File: src/hdl/moving_average_deviation_ratio_top_macros.svh
// assertion macros for the moving average deviation ratio block
// expects clk and arst_n in the scope where a macro is used
`ifndef MOVING_AVERAGE_DEVIATION_RATIO_TOP_MACROS_SVH
`define MOVING_AVERAGE_DEVIATION_RATIO_TOP_MACROS_SVH

// same-cycle implication, checked out of reset only
`define MADR_ASSERT_IMP(name, cond, expr, msg) \
	name: assert property (@(posedge clk) disable iff (!arst_n) (cond) |-> (expr)) \
		else $error(msg);

// next-cycle implication, checked out of reset only
`define MADR_ASSERT_NXT(name, cond, expr, msg) \
	name: assert property (@(posedge clk) disable iff (!arst_n) (cond) |=> (expr)) \
		else $error(msg);

`endif

File: src/hdl/madr_pkg.sv
// shared types and constants of the moving average deviation ratio block
// no dependencies
package madr_pkg;

	localparam int MAX_WINDOW = 256;
	localparam int PRICE_BITS = 32;
	localparam int FRAC_BITS  = 24;
	localparam int INT_BITS   = 7;
	localparam int QUO_W      = INT_BITS + FRAC_BITS;
	localparam int CNT_W      = $clog2(QUO_W);
	localparam int WIN_AW     = $clog2(MAX_WINDOW);
	localparam int EW         = $clog2(MAX_WINDOW + 1);
	localparam int SUM_W      = PRICE_BITS + WIN_AW;
	localparam int ALU_W      = SUM_W + INT_BITS + 1;
	localparam int CFG_W      = 9;
	localparam int RATIO_W    = 32;

	localparam logic [CFG_W-1:0]   WLEN_RESET = CFG_W'(21);
	localparam logic [RATIO_W-1:0] RATIO_MAX  = 32'h7FFF_FFFF;
	localparam logic [RATIO_W-1:0] RATIO_MIN  = 32'h8000_0000;

	typedef struct packed {
		logic [31:0] sample_price;
		logic [31:0] reference_price;
		logic        last_of_series;
	} madr_in_t;

	typedef struct packed {
		logic               ratio_valid;
		logic signed [31:0] ratio;
		logic               stopped;
		logic               series_end;
	} madr_out_t;

	typedef struct packed {
		logic [ALU_W-1:0] a;
		logic [ALU_W-1:0] b;
		logic             sub;
	} madr_alu_req_t;

	typedef struct packed {
		logic [ALU_W-1:0] sum;
		logic             carry;
	} madr_alu_rsp_t;

endpackage

File: src/hdl/madr_alu.sv
// shared add/subtract unit of the moving average deviation ratio block
// depends on madr_pkg; carry out high on a subtract means a >= b
module madr_alu
	import madr_pkg::*;
(
	input  madr_alu_req_t req,
	output madr_alu_rsp_t rsp
);

	logic [ALU_W-1:0] b_op;
	logic [ALU_W:0]   total;

	assign b_op  = req.sub ? ~req.b : req.b;
	assign total = {1'b0, req.a} + {1'b0, b_op} + (ALU_W + 1)'(req.sub);

	assign rsp.sum   = total[ALU_W-1:0];
	assign rsp.carry = total[ALU_W];

endmodule

File: config.mk
export PLATFORM = sky130hd
export DESIGN_NAME = madr_alu
export DESIGN_NICKNAME = d
export VERILOG_FILES = /design/src/hdl/moving_average_deviation_ratio_top_macros.svh /design/src/hdl/madr_pkg.sv /design/src/hdl/madr_alu.sv
export SDC_FILE = /design/constraint.sdc
export NUM_CORES = 1
export LEC_CHECK = 0
export BUFFER_PORTS_ARGS = -buffer_cell sky130_fd_sc_hd__buf_2
export CAP_MARGIN = 20
export CORE_UTILIZATION = 55
export DETAILED_ROUTE_END_ITERATION = 16
export PLACE_DENSITY = 0.89
export RECOVER_POWER = 50
export SLEW_MARGIN = 20
export SYNTH_ARGS = -nofsm -noshare
export SYNTH_HDL_FRONTEND = slang
export SYNTH_SLANG_ARGS = --single-unit
File: constraint.sdc
create_clock -name vclk -period 8.7
set_input_delay 0.87 -clock vclk [all_inputs]
set_output_delay 0.87 -clock vclk [all_outputs]
set_load 0.005 [all_outputs]
==> impl_metrics.prom, run 1 <==
# TYPE chip_impl_metric gauge
chip_impl_info{name="run_status",value="complete, no violations"} 1
chip_impl_metric{name="dieHeight",unit="um"} 78.9
chip_impl_metric{name="leakagePower",unit="nW"} 2.02
chip_impl_metric{name="drt_first_iter_violations",unit=""} 183
chip_impl_metric{name="drc",unit=""} 0
chip_impl_metric{name="worst_ep_arrival_time",unit="ns"} 4.68
chip_impl_metric{name="final.setup.tns",unit="ns"} 0
chip_impl_metric{name="p_seq_share",unit="%"} 0
chip_impl_metric{name="largest_net_degree_at_the_start_of_global_routing",unit=""} 49
chip_impl_metric{name="gate_power_share",unit="%"} 100.0
chip_impl_info{name="worst_setup_path_start_kind",value="input pin"} 1
chip_impl_metric{name="critPathMaxFanout",unit=""} 48
chip_impl_metric{name="setup_viol_count_final",unit=""} 0
chip_impl_info{name="layout.cells.most_common_list",value="buf_2, xor2_1, a21oi_1, ha_1, nand2_1"} 1
chip_impl_metric{name="final-max-slew-violation-count",unit=""} 0
chip_impl_metric{name="worst_ir_drop_vdd",unit="V"} 0.0000711
chip_impl_metric{name="synth_fp_nets",unit=""} 608
chip_impl_metric{name="cts_setup_buffers",unit=""} 0
chip_impl_metric{name="first_pass_grt_wire_length",unit="um"} 15400
chip_impl_metric{name="detailroute.via_count",unit=""} 3947
chip_impl_info{name="layout.cells.most_common",value="buf_2"} 1
chip_impl_info{name="worstSetupPathType",value="input pin to output port"} 1
chip_impl_info{name="worst_hold_path_type",value="input pin to output port"} 1
chip_impl_metric{name="place.gp.congestion",unit=""} 0.952
chip_impl_metric{name="num-nets-final",unit=""} 742
chip_impl_metric{name="core_area",unit="sq um"} 5610
chip_impl_metric{name="relative_slew_slack",unit="%"} 51.2
chip_impl_metric{name="placement_rows",unit=""} 27
chip_impl_metric{name="power.switching",unit="uW"} 256
chip_impl_metric{name="starting_density",unit="%"} 58.0
chip_impl_info{name="crit_end",value="rsp[37]"} 1
chip_impl_metric{name="syn_to_final_growth",unit="%"} 22.4
chip_impl_metric{name="synthesis.area_per_instance",unit="sq um"} 7.07
chip_impl_metric{name="number_of_antenna_violations_at_the_first_check_in_global_routing",unit=""} 0
chip_impl_metric{name="i_o_pin_cnt",unit=""} 146
chip_impl_metric{name="cap_viol_max_count",unit=""} 0
chip_impl_metric{name="intPower",unit="uW"} 210
chip_impl_info{name="critPathSlowestCell",value="buf_4"} 1
chip_impl_info{name="crit_end_element",value="output port"} 1
chip_impl_metric{name="swShare",unit="%"} 54.9
chip_impl_metric{name="worstPathBufferInverterCount",unit=""} 3
chip_impl_info{name="startpoint",value="req[0]"} 1
chip_impl_metric{name="netlist_instances",unit=""} 460
chip_impl_metric{name="drt_pass1_iterations",unit=""} 5
chip_impl_metric{name="clkPwrFrac",unit="%"} 0
chip_impl_metric{name="netlist_area",unit="sq um"} 3250
chip_impl_metric{name="drt-wirelength-per-cell",unit="um"} 14.3
chip_impl_metric{name="dpl.hpwl",unit="um"} 8000
chip_impl_metric{name="achievable_clock_frequency",unit="MHz"} 180
chip_impl_metric{name="ys_seq_area_share",unit="%"} 0
chip_impl_metric{name="hold_viol",unit=""} 0
chip_impl_metric{name="worstMarginPinSlew",unit="ns"} 0.732
chip_impl_metric{name="worst-endpoint-required",unit="ns"} 7.83
chip_impl_info{name="grt_setup_unrepaired",value="false"} 1
chip_impl_info{name="worst_path_dominant_cell_family",value="compound AO/OA/AOI/OAI gates"} 1
chip_impl_metric{name="worst-path-stages",unit=""} 14
chip_impl_metric{name="cts_repair_resize_count",unit=""} 0
chip_impl_metric{name="gr-total-overflow",unit=""} 0
chip_impl_metric{name="final-seq-area",unit="sq um"} 0
chip_impl_metric{name="final_min_period_over_clock_period",unit="%"} 63.8
chip_impl_metric{name="place.port_buffers",unit=""} 146
chip_impl_metric{name="die_w",unit="um"} 78.9
chip_impl_metric{name="clk_buffers",unit=""} 0
chip_impl_metric{name="yosys_warnings",unit=""} 0
chip_impl_metric{name="power_density",unit="nW/um^2"} 117
chip_impl_metric{name="ctsHoldBuffers",unit=""} 0
chip_impl_metric{name="netlist-cell-type-count",unit=""} 60
chip_impl_metric{name="postRouteAntennaNets",unit=""} 0
chip_impl_metric{name="worst_hold_slack",unit="ns"} 2.00
chip_impl_metric{name="first_global_vias",unit=""} 3570
chip_impl_metric{name="wl",unit="um"} 9460
chip_impl_info{name="cp_cell_sequence",value="buf_2 > buf_4 > xor2_1 > ha_1 > nor2b_1 > o311a_4 > or3_1 > a211oi_1 > a21oi_1 > a21o_1 > a21oi_2 > o311ai_1 > xor2_1 > buf_2"} 1
chip_impl_metric{name="final.min_clock_period",unit="ns"} 5.55
chip_impl_metric{name="die_area",unit="sq um"} 6230
chip_impl_metric{name="total_global_route_track_usage",unit="%"} 29.3
chip_impl_metric{name="drt-vias-per-instance",unit=""} 5.94
chip_impl_metric{name="numSequentialCells",unit=""} 0
chip_impl_metric{name="antenna_cells",unit=""} 0
chip_impl_metric{name="timing.critical_path.slowest_cell_delay",unit="ns"} 0.58
chip_impl_metric{name="fraction_of_final_layout_cells_with_drive_strength_greater_than_1",unit="%"} 25.5
-- metal layers --
layer,GRT usage [%],routed length [um]
met1,38.3,4010
met2,53.7,4560
met3,1.38,773
met4,4.73,119
met5,0,0
-- power by group through the flow --
stage                     combinational (mW)  sequential, mW  clock [mW]
after floorplan                        0.312               0           0
after global placement                 0.459               0           0
after detailed placement               0.466               0           0
after CTS                              0.469               0           0
after global routing                   0.510               0           0
final                                  0.467               0           0
-- Yosys cell counts (3+ instances only) --
master,number,area [sq um]
or2_2,3,18.8
inv_1,16,60.1
nor2_1,24,90.1
a21o_1,19,143
a21oi_1,57,285
a31oi_1,4,25.0
nor3_1,10,50.1
xor2_1,60,526
a21boi_1,3,22.5
xnor2_1,33,289
o21ai_0,13,65.1
o21a_1,5,37.5
nand4_1,10,62.6
nand2_1,41,154
a21oi_2,4,35.0
or3_1,7,43.8
o21ai_1,17,85.1
and2_1,4,25.0
nand3_1,6,30.0
ha_1,50,626
clkbuf_1,11,41.3
and3_1,3,18.8
o21bai_1,6,45.0
nor2b_1,4,25.0
nand2b_1,5,31.3
buf_1,4,15.0
-- per-stage QoR --
stage          cell area (sq um)  std cells  worst slack (ns)  total power, mW  util, %
2_1_floorplan               3250        460              3.72            0.312        -
3_3_place_gp                4030        664              3.62            0.459     71.8
3_5_place_dp                4030        664              3.52            0.466     71.8
4_1_cts                     4030        664              3.53            0.469     71.8
5_1_grt                     3980        664              2.86            0.510     71.0
6_report                    3980        664              3.15            0.467     71.0
-- how the worst min path moves through the flow --
stage | startpoint | endpoint | slack (ns) | cells after the start
final | req[49] | rsp[1] | 2.00 | 3
after floorplan | req[1] | rsp[1] | 1.79 | 1
after CTS | req[49] | rsp[1] | 2.01 | 3
after global placement | req[49] | rsp[1] | 2.01 | 3
after global routing | req[49] | rsp[1] | 2.01 | 3
after detailed placement | req[49] | rsp[1] | 2.01 | 3
-- layout make-up --
cell class | count | area, sq um
Fill cell | 517 | 1630
Inverter | 16 | 60.1
Multi-Input combinational cell | 429 | 3100
Tap cell | 72 | 90.1
Timing Repair Buffer | 147 | 729
-- cells by family after synthesis --
kind of cell    after synthesis  share of synthesized area [%]
compound gates              157                           31.6
simple gates                126                           19.3
xor+xnor                     93                           25.0
fa+ha+maj                    51                           19.8
buf+inv                      31                           3.58
mux                           2                          0.615
-- worst min-delay path: stages --
cell and delay [ns]:
buf_2 0.09, xor2_1 0.06, clkbuf_2 0.10
No activity file was read; power rests on OpenSTA's default activity.
==> inputs of run 2 (changes only) <==
--- a/config.mk
+++ b/config.mk
@@ -7,9 +7,9 @@
 export LEC_CHECK = 0
 export BUFFER_PORTS_ARGS = -buffer_cell sky130_fd_sc_hd__buf_2
 export CAP_MARGIN = 20
-export CORE_UTILIZATION = 55
+export CORE_UTILIZATION = 46
 export DETAILED_ROUTE_END_ITERATION = 16
-export PLACE_DENSITY = 0.89
+export PLACE_DENSITY = 0.8
 export RECOVER_POWER = 50
 export SLEW_MARGIN = 20
 export SYNTH_ARGS = -nofsm -noshare
==> constraint.sdc (replaced) <==
create_clock -name vclk -period 4.9
set_input_delay 0.49 -clock vclk [all_inputs]
set_output_delay 0.49 -clock vclk [all_outputs]
set_load 0.005 [all_outputs]
==> run 2 against run 1 <==
Effect of this change: cell count up 3.9%; sequential share of layout area unchanged; critical path type unchanged; first-iteration DRC count down 43%; die area up 19%; final area up 1.5%; worst setup slack worse by 2.6 ns; largest power group unchanged; routed wire length down 0.25%; combinational power up 78%; global-route usage down 5.1 points.
==> impl_metrics.prom, run 2 (synthesized netlist as in run 1, its figures left out) <==
# TYPE chip_impl_metric gauge
chip_impl_metric{name="worst_ep_arrival_time",unit="ns"} 3.84
chip_impl_metric{name="worstMarginPinSlew",unit="ns"} 0.474
chip_impl_info{name="worst_hold_path_type",value="input pin to output port"} 1
chip_impl_metric{name="core_area",unit="sq um"} 6790
chip_impl_metric{name="setup_viol_count_final",unit=""} 0
chip_impl_metric{name="cap_viol_max_count",unit=""} 0
chip_impl_metric{name="hold_viol",unit=""} 0
chip_impl_metric{name="ctsHoldBuffers",unit=""} 0
chip_impl_metric{name="dp_cells",unit=""} 690
chip_impl_info{name="critPathSlowestCell",value="a221oi_1"} 1
chip_impl_metric{name="die_area",unit="sq um"} 7410
chip_impl_metric{name="fraction_of_final_layout_cells_with_drive_strength_greater_than_1",unit="%"} 25.6
chip_impl_metric{name="achievable_clock_frequency",unit="MHz"} 231
chip_impl_info{name="crit_end_element",value="output port"} 1
chip_impl_metric{name="first_pass_grt_wire_length",unit="um"} 15200
chip_impl_metric{name="num-nets-final",unit=""} 744
chip_impl_metric{name="cts_setup_buffers",unit=""} 0
chip_impl_metric{name="multi_input_area",unit="sq um"} 3120
chip_impl_metric{name="leakagePower",unit="nW"} 2.03
chip_impl_metric{name="detailroute.via_count",unit=""} 3859
chip_impl_info{name="worst_setup_path_start_kind",value="input pin"} 1
chip_impl_metric{name="total_global_route_track_usage",unit="%"} 24.2
chip_impl_metric{name="critPathMaxFanout",unit=""} 15
chip_impl_info{name="layout.cells.most_common_list",value="buf_2, xor2_1, a21oi_1, ha_1, nand2_1"} 1
chip_impl_metric{name="worst_ir_drop_vdd",unit="V"} 0.000114
chip_impl_info{name="cp_cell_sequence",value="buf_2 > xor2_1 > ha_1 > a2111oi_0 > o21ai_0 > a221oi_1 > a22oi_1 > a31oi_1 > o21ai_2 > a21oi_2 > o41ai_1 > xor2_1 > buf_2"} 1
chip_impl_metric{name="cts_repair_resize_count",unit=""} 0
chip_impl_metric{name="i_o_pin_cnt",unit=""} 146
chip_impl_metric{name="final.min_clock_period",unit="ns"} 4.33
chip_impl_metric{name="timing.critical_path.slowest_cell_delay",unit="ns"} 0.45
chip_impl_metric{name="dieHeight",unit="um"} 86.1
chip_impl_metric{name="starting_density",unit="%"} 47.9
chip_impl_metric{name="postRouteAntennaNets",unit=""} 0
chip_impl_info{name="grt_setup_unrepaired",value="false"} 1
chip_impl_info{name="worst_path_dominant_cell_family",value="compound AO/OA/AOI/OAI gates"} 1
chip_impl_metric{name="worstPathBufferInverterCount",unit=""} 2
chip_impl_metric{name="drt_pass1_iterations",unit=""} 4
chip_impl_metric{name="total_power",unit="uW"} 830
chip_impl_metric{name="final-max-slew-violation-count",unit=""} 0
chip_impl_metric{name="syn_to_final_growth",unit="%"} 24.3
chip_impl_metric{name="power_density",unit="nW/um^2"} 205
chip_impl_metric{name="wl",unit="um"} 9440
chip_impl_metric{name="drt-wirelength-per-cell",unit="um"} 13.7
chip_impl_metric{name="final.setup.tns",unit="ns"} 0
chip_impl_metric{name="place.port_buffers",unit=""} 146
chip_impl_metric{name="final_min_period_over_clock_period",unit="%"} 88.5
chip_impl_metric{name="antenna_cells",unit=""} 0
chip_impl_metric{name="placement_rows",unit=""} 30
chip_impl_metric{name="die_w",unit="um"} 86.1
chip_impl_metric{name="first_global_vias",unit=""} 3548
chip_impl_info{name="worstSetupPathType",value="input pin to output port"} 1
chip_impl_metric{name="number_of_antenna_violations_at_the_first_check_in_global_routing",unit=""} 0
chip_impl_metric{name="layoutNonFillerInstCount",unit=""} 690
chip_impl_info{name="run_status",value="complete, no violations"} 1
chip_impl_metric{name="place.gp.congestion",unit=""} 0.947
chip_impl_metric{name="relative_slew_slack",unit="%"} 68.4
chip_impl_metric{name="gr-total-overflow",unit=""} 0
chip_impl_metric{name="dpl.hpwl",unit="um"} 8150
chip_impl_info{name="layout.cells.most_common",value="buf_2"} 1
chip_impl_metric{name="final.fill_count",unit=""} 683
chip_impl_metric{name="drc",unit=""} 0
chip_impl_metric{name="worst-endpoint-required",unit="ns"} 4.41
chip_impl_metric{name="largest_net_degree_at_the_start_of_global_routing",unit=""} 16
chip_impl_metric{name="clk_buffers",unit=""} 0
chip_impl_metric{name="drt_first_iter_violations",unit=""} 104
chip_impl_metric{name="drt-vias-per-instance",unit=""} 5.59
chip_impl_metric{name="final-seq-area",unit="sq um"} 0
chip_impl_metric{name="numSequentialCells",unit=""} 0
==> run 2: final timing paths <==
check,to,depth (start not counted),start
worst min-delay path,rsp[1],3,req[49]
worst max-delay path,rsp[46],13,req[0]
==> run 2: layer usage <==
metal | part of all wire (%) | up-vias | GRT usage (%)
met1 | 45 | 1747 | 30.5
met5 | 0 | - | 0
met2 | 48 | 147 | 44.5
met3 | 5.1 | 20 | 1.35
li1 | - | 1945 | -
met4 | 2.1 | 0 | 6.21
==> run 2: where the power goes <==
group | leakage [nW] | switching, mW | internal, mW
sequential | 0 | 0 | 0
combinational | 2.03 | 0.454 | 0.376
clock | 0 | 0 | 0
total | 2.03 | 0.454 | 0.376
==> run 2: metrics by stage <==
stage,setup WS [ns],hold WS [ns],util [%],cell area [sq um]
finish,0.565,1.25,59.5,4040
floorplan,0.678,1.03,-,3250
CTS,0.715,1.26,59.9,4070
global route,0.214,1.28,59.5,4040
global placement,0.820,1.25,59.9,4070
detailed placement,0.714,1.26,59.9,4070
==> run 2: cell type report <==
type,count,share of cell area (%)
inverters,16,1.49
well taps,96,2.97
repair buffers,149,18.3
multi-input cells,429,77.2
==> run 2: worst min-delay path, delay by kind of cell <==
family                    cells  cell delay, ns
buffers and inverters         2            0.21
xor gates and xnor gates      1            0.06
